`src/design/kscd_pkg.sv`:
```
// Shared types and constants for the keyboard scan-code decoder.
// No dependencies; used by kscd_front and keyboard_scancode_decoder_top.
package kscd_pkg;

    // Scan codes (set 1, make codes)
    localparam logic [7:0] CODE_EXTENDED = 8'd224;
    localparam logic [6:0] SC_LSHIFT     = 7'd42;
    localparam logic [6:0] SC_RSHIFT     = 7'd54;
    localparam logic [6:0] SC_LCTRL      = 7'd29;
    localparam logic [6:0] SC_LALT       = 7'd56;
    localparam logic [6:0] SC_STAR       = 7'd55;
    localparam logic [6:0] SC_F1         = 7'd59;
    localparam logic [6:0] SC_F2         = 7'd60;
    localparam logic [6:0] SC_F3         = 7'd61;
    localparam logic [6:0] SC_DEL        = 7'd83;
    localparam logic [6:0] SC_CAPS       = 7'd58;
    localparam logic [6:0] SC_NUM        = 7'd69;
    localparam logic [6:0] SC_SCROLL     = 7'd70;
    localparam logic [6:0] PAD_LOW       = 7'h47;
    localparam logic [6:0] PAD_HIGH      = 7'h53;

    // Modifier flag masks
    localparam logic [7:0] F_CAPS   = 8'h40;
    localparam logic [7:0] F_NUM    = 8'h20;
    localparam logic [7:0] F_SCROLL = 8'h10;
    localparam logic [7:0] F_ALT    = 8'h08;
    localparam logic [7:0] F_CTRL   = 8'h04;
    localparam logic [7:0] F_SHIFT  = 8'h03;

    // LED bit positions
    localparam int LED_SCROLL = 0;
    localparam int LED_NUM    = 1;
    localparam int LED_CAPS   = 2;

    // Keymap selects
    localparam logic [1:0] MAP_REGULAR = 2'd0;
    localparam logic [1:0] MAP_SHIFT   = 2'd1;
    localparam logic [1:0] MAP_CONTROL = 2'd2;
    localparam int         NUM_MAPS    = 3;

    // Event kinds
    localparam logic [3:0] EV_NONE    = 4'd0;
    localparam logic [3:0] EV_DOWN    = 4'd1;
    localparam logic [3:0] EV_UP      = 4'd2;
    localparam logic [3:0] EV_LED     = 4'd3;
    localparam logic [3:0] EV_REBOOT  = 4'd4;
    localparam logic [3:0] EV_SHOT    = 4'd5;
    localparam logic [3:0] EV_LOGIN   = 4'd6;
    localparam logic [3:0] EV_PROCS   = 4'd7;
    localparam logic [3:0] EV_WINDOWS = 4'd8;
    localparam logic [3:0] EV_MAPPED  = 4'd9;

    // Capslock translation
    localparam logic [7:0] CHAR_LOWER_A = 8'h61;
    localparam logic [7:0] CHAR_LOWER_Z = 8'h7A;
    localparam logic [7:0] CASE_OFFSET  = 8'd32;

    // Decode stage result, waiting for the keymap read data
    typedef struct packed {
        logic [3:0] kind;
        logic       use_map;
        logic [1:0] map_sel;
        logic [7:0] flags;
        logic [2:0] leds;
    } t_s1;

endpackage

```
`src/design/kscd_ram.sv`:
```
// Generic single-write, single-read RAM with registered read data.
// No dependencies.
module kscd_ram #(
    parameter int WIDTH = 8,
    parameter int DEPTH = 128
) (
    input  logic                     i_clk,
    input  logic                     i_wr_en,
    input  logic [$clog2(DEPTH)-1:0] i_wr_addr,
    input  logic [WIDTH-1:0]         i_wr_data,
    input  logic                     i_rd_en,
    input  logic [$clog2(DEPTH)-1:0] i_rd_addr,
    output logic [WIDTH-1:0]         o_rd_data
);

    logic [WIDTH-1:0] r_mem [DEPTH];
    logic [WIDTH-1:0] r_rd_data;

    always_ff @(posedge i_clk) begin
        if (i_wr_en) begin
            r_mem[i_wr_addr] <= i_wr_data;
        end
        if (i_rd_en) begin
            r_rd_data <= r_mem[i_rd_addr];
        end
    end

    assign o_rd_data = r_rd_data;

endmodule

```
`src/design/kscd_front.sv`:
```
// Decode stage: extended/modifier/LED state, event classification,
// keymap write and read addressing. Depends on kscd_pkg.
module kscd_front #(
    parameter int MAP_ENTRIES = 128
) (
    input  logic                           i_clk,
    input  logic                           i_rst_n,
    input  logic                           i_accept,
    input  logic                           i_operation,
    input  logic [7:0]                     i_scan_code,
    input  logic [1:0]                     i_map_select,
    input  logic [6:0]                     i_map_index,
    input  logic [7:0]                     i_map_byte,
    output logic [kscd_pkg::NUM_MAPS-1:0]  o_wr_en,
    output logic [$clog2(MAP_ENTRIES)-1:0] o_wr_addr,
    output logic [7:0]                     o_wr_data,
    output logic [$clog2(MAP_ENTRIES)-1:0] o_rd_addr,
    output kscd_pkg::t_s1                  o_s1
);

    localparam int AW = $clog2(MAP_ENTRIES);

    logic          r_ext;
    logic [7:0]    r_flags;
    logic [2:0]    r_leds;
    kscd_pkg::t_s1 r_s1;

    logic          n_ext;
    logic [7:0]    n_flags;
    logic [2:0]    n_leds;
    kscd_pkg::t_s1 n_s1;

    logic [6:0] code7;
    logic       release_key;
    logic       pad_key;

    assign code7       = i_scan_code[6:0];
    assign release_key = i_scan_code[7];
    assign pad_key     = (code7 >= kscd_pkg::PAD_LOW) && (code7 <= kscd_pkg::PAD_HIGH);

    always_comb begin
        n_ext        = r_ext;
        n_flags      = r_flags;
        n_leds       = r_leds;
        n_s1.kind    = kscd_pkg::EV_NONE;
        n_s1.use_map = 1'b0;
        n_s1.map_sel = kscd_pkg::MAP_REGULAR;
        o_wr_en      = '0;

        if (i_operation) begin
            case (i_map_select)
                kscd_pkg::MAP_REGULAR, kscd_pkg::MAP_SHIFT, kscd_pkg::MAP_CONTROL: begin
                    o_wr_en[i_map_select] = i_accept;
                    n_s1.kind             = kscd_pkg::EV_MAPPED;
                end
                default: begin
                    n_s1.kind = kscd_pkg::EV_NONE;
                end
            endcase
        end else if (i_scan_code == kscd_pkg::CODE_EXTENDED) begin
            n_ext = 1'b1;
        end else if (release_key && (code7 == kscd_pkg::SC_LSHIFT ||
                                     code7 == kscd_pkg::SC_RSHIFT)) begin
            n_flags = r_flags & ~kscd_pkg::F_SHIFT;
        end else if (release_key && code7 == kscd_pkg::SC_LCTRL) begin
            n_flags = r_flags & ~kscd_pkg::F_CTRL;
        end else if (release_key && code7 == kscd_pkg::SC_LALT) begin
            n_flags = r_flags & ~kscd_pkg::F_ALT;
        end else if (!release_key && (code7 == kscd_pkg::SC_LSHIFT ||
                                      code7 == kscd_pkg::SC_RSHIFT)) begin
            n_flags = r_flags | kscd_pkg::F_SHIFT;
        end else if (!release_key && code7 == kscd_pkg::SC_LCTRL) begin
            n_flags = r_flags | kscd_pkg::F_CTRL;
        end else if (!release_key && code7 == kscd_pkg::SC_LALT) begin
            n_flags = r_flags | kscd_pkg::F_ALT;
        end else if (!release_key && code7 == kscd_pkg::SC_CAPS) begin
            n_flags = r_flags ^ kscd_pkg::F_CAPS;
            n_leds[kscd_pkg::LED_CAPS] = |(n_flags & kscd_pkg::F_CAPS);
            n_s1.kind = kscd_pkg::EV_LED;
        end else if (!release_key && code7 == kscd_pkg::SC_NUM) begin
            n_flags = r_flags ^ kscd_pkg::F_NUM;
            n_leds[kscd_pkg::LED_NUM] = |(n_flags & kscd_pkg::F_NUM);
            n_s1.kind = kscd_pkg::EV_LED;
        end else if (!release_key && code7 == kscd_pkg::SC_SCROLL) begin
            n_flags = r_flags ^ kscd_pkg::F_SCROLL;
            n_leds[kscd_pkg::LED_SCROLL] = |(n_flags & kscd_pkg::F_SCROLL);
            n_s1.kind = kscd_pkg::EV_LED;
        end else if (!release_key && code7 == kscd_pkg::SC_F1) begin
            n_s1.kind = kscd_pkg::EV_LOGIN;
        end else if (!release_key && code7 == kscd_pkg::SC_F2) begin
            n_s1.kind = kscd_pkg::EV_PROCS;
        end else if (!release_key && code7 == kscd_pkg::SC_F3) begin
            n_s1.kind = kscd_pkg::EV_WINDOWS;
        end else if (code7 == 7'd0) begin
            // scan code zero: dropped
            n_s1.kind = kscd_pkg::EV_NONE;
        end else if (r_ext && code7 == kscd_pkg::SC_STAR && !release_key) begin
            n_ext     = 1'b0;
            n_s1.kind = kscd_pkg::EV_SHOT;
        end else if (!r_ext && ((|(r_flags & kscd_pkg::F_SHIFT)) ||
                                ((|(r_flags & kscd_pkg::F_NUM)) && pad_key))) begin
            n_ext        = 1'b0;
            n_s1.kind    = release_key ? kscd_pkg::EV_UP : kscd_pkg::EV_DOWN;
            n_s1.use_map = 1'b1;
            n_s1.map_sel = kscd_pkg::MAP_SHIFT;
        end else if (|(r_flags & kscd_pkg::F_CTRL)) begin
            if ((|(r_flags & kscd_pkg::F_ALT)) && code7 == kscd_pkg::SC_DEL && release_key) begin
                // ctrl-alt-del on release; extended flag kept
                n_s1.kind = kscd_pkg::EV_REBOOT;
            end else begin
                n_ext        = 1'b0;
                n_s1.kind    = release_key ? kscd_pkg::EV_UP : kscd_pkg::EV_DOWN;
                n_s1.use_map = 1'b1;
                n_s1.map_sel = kscd_pkg::MAP_CONTROL;
            end
        end else begin
            n_ext        = 1'b0;
            n_s1.kind    = release_key ? kscd_pkg::EV_UP : kscd_pkg::EV_DOWN;
            n_s1.use_map = 1'b1;
            n_s1.map_sel = kscd_pkg::MAP_REGULAR;
        end

        n_s1.flags = n_flags;
        n_s1.leds  = n_leds;
    end

    always_ff @(posedge i_clk) begin
        if (!i_rst_n) begin
            r_ext   <= 1'b0;
            r_flags <= '0;
            r_leds  <= '0;
        end else if (i_accept) begin
            r_ext   <= n_ext;
            r_flags <= n_flags;
            r_leds  <= n_leds;
        end
    end

    always_ff @(posedge i_clk) begin
        if (i_accept) begin
            r_s1 <= n_s1;
        end
    end

    assign o_wr_addr = AW'(i_map_index);
    assign o_wr_data = i_map_byte;
    assign o_rd_addr = AW'(code7 - 7'd1);
    assign o_s1      = r_s1;

endmodule

```
`src/design/keyboard_scancode_decoder_top.sv`:
```
// Keyboard scan-code set 1 decoder, top level.
// Pipeline: acceptance registers the decode result and keymap read; character select
// and capslock then feed the output register. One request per cycle while i_ready
// is high or the output is empty; the keymap RAM read port sets the two stages.
// Reset (i_rst_n low, synchronous) clears extended flag, modifier flags, LED bits
// and pipeline valids; keymaps are not cleared and read undefined until written.
module keyboard_scancode_decoder_top #(
    parameter int MAP_ENTRIES = 128
) (
    input  logic       i_clk,
    input  logic       i_rst_n,
    // request channel
    input  logic       i_valid,
    output logic       o_ready,
    input  logic       i_operation,
    input  logic [7:0] i_scan_code,
    input  logic [1:0] i_map_select,
    input  logic [6:0] i_map_index,
    input  logic [7:0] i_map_byte,
    // result channel
    output logic       o_valid,
    input  logic       i_ready,
    output logic [3:0] o_event_kind,
    output logic [7:0] o_char_code,
    output logic [2:0] o_led_bits,
    output logic [7:0] o_modifier_flags
);

    localparam int AW = $clog2(MAP_ENTRIES);

    logic                          accept;
    logic                          s1_adv;
    logic                          s2_free;
    logic                          r_s1_valid;
    logic                          r_out_valid;
    logic [kscd_pkg::NUM_MAPS-1:0] wr_en;
    logic [AW-1:0]                 wr_addr;
    logic [7:0]                    wr_data;
    logic [AW-1:0]                 rd_addr;
    kscd_pkg::t_s1                 s1;
    logic [7:0]                    map_data [kscd_pkg::NUM_MAPS];
    logic [7:0]                    raw_char;
    logic [7:0]                    n_char;

    logic [3:0] r_kind;
    logic [7:0] r_char;
    logic [2:0] r_leds;
    logic [7:0] r_flags;

    // Two-stage pipe; each stage moves when the one after it is free or draining.
    assign s2_free = !r_out_valid || i_ready;
    assign s1_adv  = r_s1_valid && s2_free;
    assign o_ready = !r_s1_valid || s2_free;
    assign accept  = i_valid && o_ready;

    kscd_front #(
        .MAP_ENTRIES (MAP_ENTRIES)
    ) u_front (
        .i_clk        (i_clk),
        .i_rst_n      (i_rst_n),
        .i_accept     (accept),
        .i_operation  (i_operation),
        .i_scan_code  (i_scan_code),
        .i_map_select (i_map_select),
        .i_map_index  (i_map_index),
        .i_map_byte   (i_map_byte),
        .o_wr_en      (wr_en),
        .o_wr_addr    (wr_addr),
        .o_wr_data    (wr_data),
        .o_rd_addr    (rd_addr),
        .o_s1         (s1)
    );

    // One RAM per keymap; all three are read at the decoded index and character
    // select picks the one the decode stage chose. Read data holds while stage 1 stalls.
    for (genvar m = 0; m < kscd_pkg::NUM_MAPS; m++) begin : g_map
        kscd_ram #(
            .WIDTH (8),
            .DEPTH (MAP_ENTRIES)
        ) u_ram (
            .i_clk     (i_clk),
            .i_wr_en   (wr_en[m]),
            .i_wr_addr (wr_addr),
            .i_wr_data (wr_data),
            .i_rd_en   (accept),
            .i_rd_addr (rd_addr),
            .o_rd_data (map_data[m])
        );
    end

    // Character select and capslock uppercasing
    always_comb begin
        case (s1.map_sel)
            kscd_pkg::MAP_SHIFT:   raw_char = map_data[kscd_pkg::MAP_SHIFT];
            kscd_pkg::MAP_CONTROL: raw_char = map_data[kscd_pkg::MAP_CONTROL];
            default:               raw_char = map_data[kscd_pkg::MAP_REGULAR];
        endcase
        if (!s1.use_map) begin
            n_char = 8'd0;
        end else if ((|(s1.flags & kscd_pkg::F_CAPS)) &&
                     raw_char >= kscd_pkg::CHAR_LOWER_A &&
                     raw_char <= kscd_pkg::CHAR_LOWER_Z) begin
            n_char = raw_char - kscd_pkg::CASE_OFFSET;
        end else begin
            n_char = raw_char;
        end
    end

    always_ff @(posedge i_clk) begin
        if (!i_rst_n) begin
            r_s1_valid  <= 1'b0;
            r_out_valid <= 1'b0;
        end else begin
            if (accept) begin
                r_s1_valid <= 1'b1;
            end else if (s1_adv) begin
                r_s1_valid <= 1'b0;
            end
            if (s1_adv) begin
                r_out_valid <= 1'b1;
            end else if (i_ready) begin
                r_out_valid <= 1'b0;
            end
        end
    end

    always_ff @(posedge i_clk) begin
        if (s1_adv) begin
            r_kind  <= s1.kind;
            r_char  <= n_char;
            r_leds  <= s1.leds;
            r_flags <= s1.flags;
        end
    end

    assign o_valid          = r_out_valid;
    assign o_event_kind     = r_kind;
    assign o_char_code      = r_char;
    assign o_led_bits       = r_leds;
    assign o_modifier_flags = r_flags;

endmodule
```
`config.mk`:
```
export PLATFORM = sky130hd
export DESIGN_NAME = keyboard_scancode_decoder_top
export DESIGN_NICKNAME = d
export VERILOG_FILES = /design/src/design/kscd_pkg.sv /design/src/design/kscd_ram.sv /design/src/design/kscd_front.sv /design/src/design/keyboard_scancode_decoder_top.sv
export SDC_FILE = /design/constraint.sdc
export NUM_CORES = 2
export LEC_CHECK = 0
export BUFFER_PORTS_ARGS = -buffer_cell sky130_fd_sc_hd__buf_2
export CAP_MARGIN = 20
export CORE_UTILIZATION = 40
export DETAILED_ROUTE_END_ITERATION = 10
export PLACE_DENSITY = 0.57
export SLEW_MARGIN = 25
export SYNTH_ARGS = -nofsm -noshare
export SYNTH_HDL_FRONTEND = slang
export SYNTH_SLANG_ARGS = --single-unit
export TNS_END_PERCENT = 1
```
`constraint.sdc`:
```
create_clock -name i_clk -period 4.2 [get_ports i_clk]
set_input_delay 0.21 -clock i_clk [delete_from_list [all_inputs] [get_ports i_clk]]
set_output_delay 0.21 -clock i_clk [all_outputs]
set_load 0.01 [all_outputs]
```
==> metrics.yaml <==
power.total_w: 0.06873
critPathArrivalTime_ns: 4.01
fillers: 25420
cts_buffer_depth: 4
place_inst: 10040
synth_seq_area_share_pct: 77.02
grt_first_pass_wirelength_um: 474600
syn_inst: 6025
htreeDepth: 5
min_path_type: "primary input to flip-flop"
yosys.cell_types.count: 67
drv_slew: 0
synth_top_cell_by_area: "edfxtp_1"
die-area_um2: 308600
rsz0062_at_grt: "no"
grt_antenna_before_repair: 23
critPathKind: "flip-flop to flip-flop"
start_util_pct: 40.34
ant_nets: 0
syn-num-nets: 6062
path_clk_slew_ns: 0.06
avgViaCountPerCell: 5.767
yosys-top-cells-area: "edfxtp_1 77%, mux4_2 14%, nand2_1 1.5%"
dp_hpwl_um: 207300
tightest_slew_ns: 1.159
slew-limit-headroom_pct: 22.72
final_util_pct: 46.31
cts_tree: "yes"
syn_area_um2: 122600
fin_cells: 10670
fin_worst_skew_ns: 0.1024
async_flop_share_pct: 0
post_cts_resized: 0
status: "completed"
cp-start-kind: "flip-flop"
core_area_um2: 303800
drt_first_pass_iters: 6
grtUsageTotal_pct: 21.50
synth-main-ff-cell: "edfxtp_1"
finalCritPeriodShare_pct: 82.83
drc_errors: 0
clk-insertion-delay-late_ns: 0.95
setup_viol: 0
syn2layout_area_growth_pct: 14.80
synth_commonest_cells: "3135 x edfxtp_1, 768 x mux4_2, 496 x nand2_1"
fmax_mhz: 287.5
wl_um: 332900
cts.sinks: 3148
io_pins: 55
drive_gt1_share_pct: 24.02
wl_per_cell_um: 31.19
port_buffers: 53
seq_area_um2: 94400
cts_buffers: 334
ir_worst_vdd_v: 0.0003603
crit_fanout: 63
syn_area_per_cell_um2: 20.34
synth_top_cell_area_share_pct: 76.81
die_w_um: 555.5
die_h_um: 555.5
nets: 6360
cts_root_buffer: "clkbuf_16"
grt_start_max_net_pins: 172
rows: 202
drt-initial-drc-count: 7179
ys_ff_latch: 3148
globalRouteOverflowTotal: 0
finalSetupTns_ns: 0
p_leak_nw: 43.71
cap_violations: 0
ys_warn_count: 0
via_count: 61560
p_per_area_nw_per_um2: 488.5
hold_viol: 0
synth_edf_count: 3135
first_global_vias: 61900
place.gp.congestion: 0.8327
endpoint_kind: "flip-flop"
fin_crit_ns: 3.479
synth.most_common_cell: "edfxtp_1"
worstPathRequired_ns: 4.73
multi_input_area_um2: 26800
==> per-stage QoR <==
step,setup WS (ns),hold WS [ns],instance area [um^2]
6_report,0.7213,0.1409,140700
3_3_place_gp,0.1658,0.4051,129500
5_1_grt,0.6472,0.1393,140700
2_1_floorplan,0.1198,0.3089,122600
4_1_cts,0.7333,0.0006911,140600
3_5_place_dp,0.1455,0.4063,129500
==> layout by cell type, fill, tap and decap left out, types with 65 or more instances in the layout <==
| master | n |
|---|---|
| mux2i_1 | 126 |
| clkbuf_16 | 336 |
| nand2_1 | 496 |
| edfxtp_1 | 3135 |
| nor2_1 | 400 |
| a22oi_1 | 102 |
| mux4_2 | 768 |
| a32o_1 | 71 |
| nand3_1 | 149 |
| a21oi_1 | 83 |
| buf_12 | 70 |
| clkbuf_1 | 68 |
| clkinv_1 | 65 |
| buf_4 | 186 |
==> power by group <==
| part | internal, W | switching, W |
|---|---|---|
| combinational | 0.00161 | 0.00296 |
| clock | 0.0169 | 0.0125 |
| sequential | 0.0346 | 0.0000579 |
| total | 0.0532 | 0.0156 |
==> logic make-up (layout without fill, tap and decap cells) <==
group,Yosys count,count (layout),synth area share [%]
buffers and inverters,382,940,1.298
adders and majority gates,7,7,0.07146
muxes,896,896,15.16
DFF,3148,3148,77.02
xor gates and xnor gates,12,12,0.1011
and+or+nand+nor,1197,1197,4.165
AOI/OAI and AO/OA,382,382,2.181
other,1,12,0.003060
==> final timing paths <==
kind | start | end | slack [ns] | depth (start not counted)
worst min-delay path | i_scan_code[2] | u_front.r_ext | 0.14 | 4
worst min register to register | u_front.o_s1[3] | o_modifier_flags[0] | 0.42 | 0
worst max register to register | o_valid | g_map[2].u_ram.r_mem[124][2] | 0.72 | 8
worst max-delay path | o_valid | g_map[2].u_ram.r_mem[124][2] | 0.72 | 8
==> timing repair <==
item / 4_1_cts / 5_1_grt
buffers inserted: 0 / 0
hold buffers: 21 / 1
hold endpoints to repair: 539 / 45
==> critical path: stages (launching register included) <==
cell	delay, ns
dfxtp_1	0.30
nor2b_1	0.18
nand2_1	0.10
nand2_1	0.24
buf_4	0.30
inv_2	0.08
nand4b_1	0.47
buf_12	0.38
nor2_1	0.84
==> layout make-up <==
class / instances / share of cell area [%]
sequential: 3148 / 67.09
multi-input combinational: 2495 / 19.05
clock buffer: 409 / 6.206
tap: 4080 / 3.628
timing repair buffer: 331 / 2.406
clock inverter: 187 / 1.566
inverter: 13 / 0.03468
antenna: 11 / 0.01956
==> state kept, by name, summed over array words and instances, names as in the netlist, 3 cells and up <==
name / flops
u_front.o_s1: 17
o_char_code: 8
u_front.r_leds: 3
g_map.u_ram.o_rd_data: 24
g_map.u_ram.r_mem: 3072
u_front.r_flags: 7
o_event_kind: 4
o_modifier_flags: 7
o_led_bits: 3
==> per-layer routing <==
| metal | global-route usage [%] | wire length [um] | vias up |
|---|---|---|---|
| li1 | - | - | 25320 |
| met2 | 34.27 | 159600 | 2461 |
| met1 | 30.39 | 139900 | 33280 |
| met5 | 0 | 13 | - |
| met4 | 6.944 | 10770 | 2 |
| met3 | 3.329 | 22710 | 492 |
No activity file was read; power rests on OpenSTA's default activity.
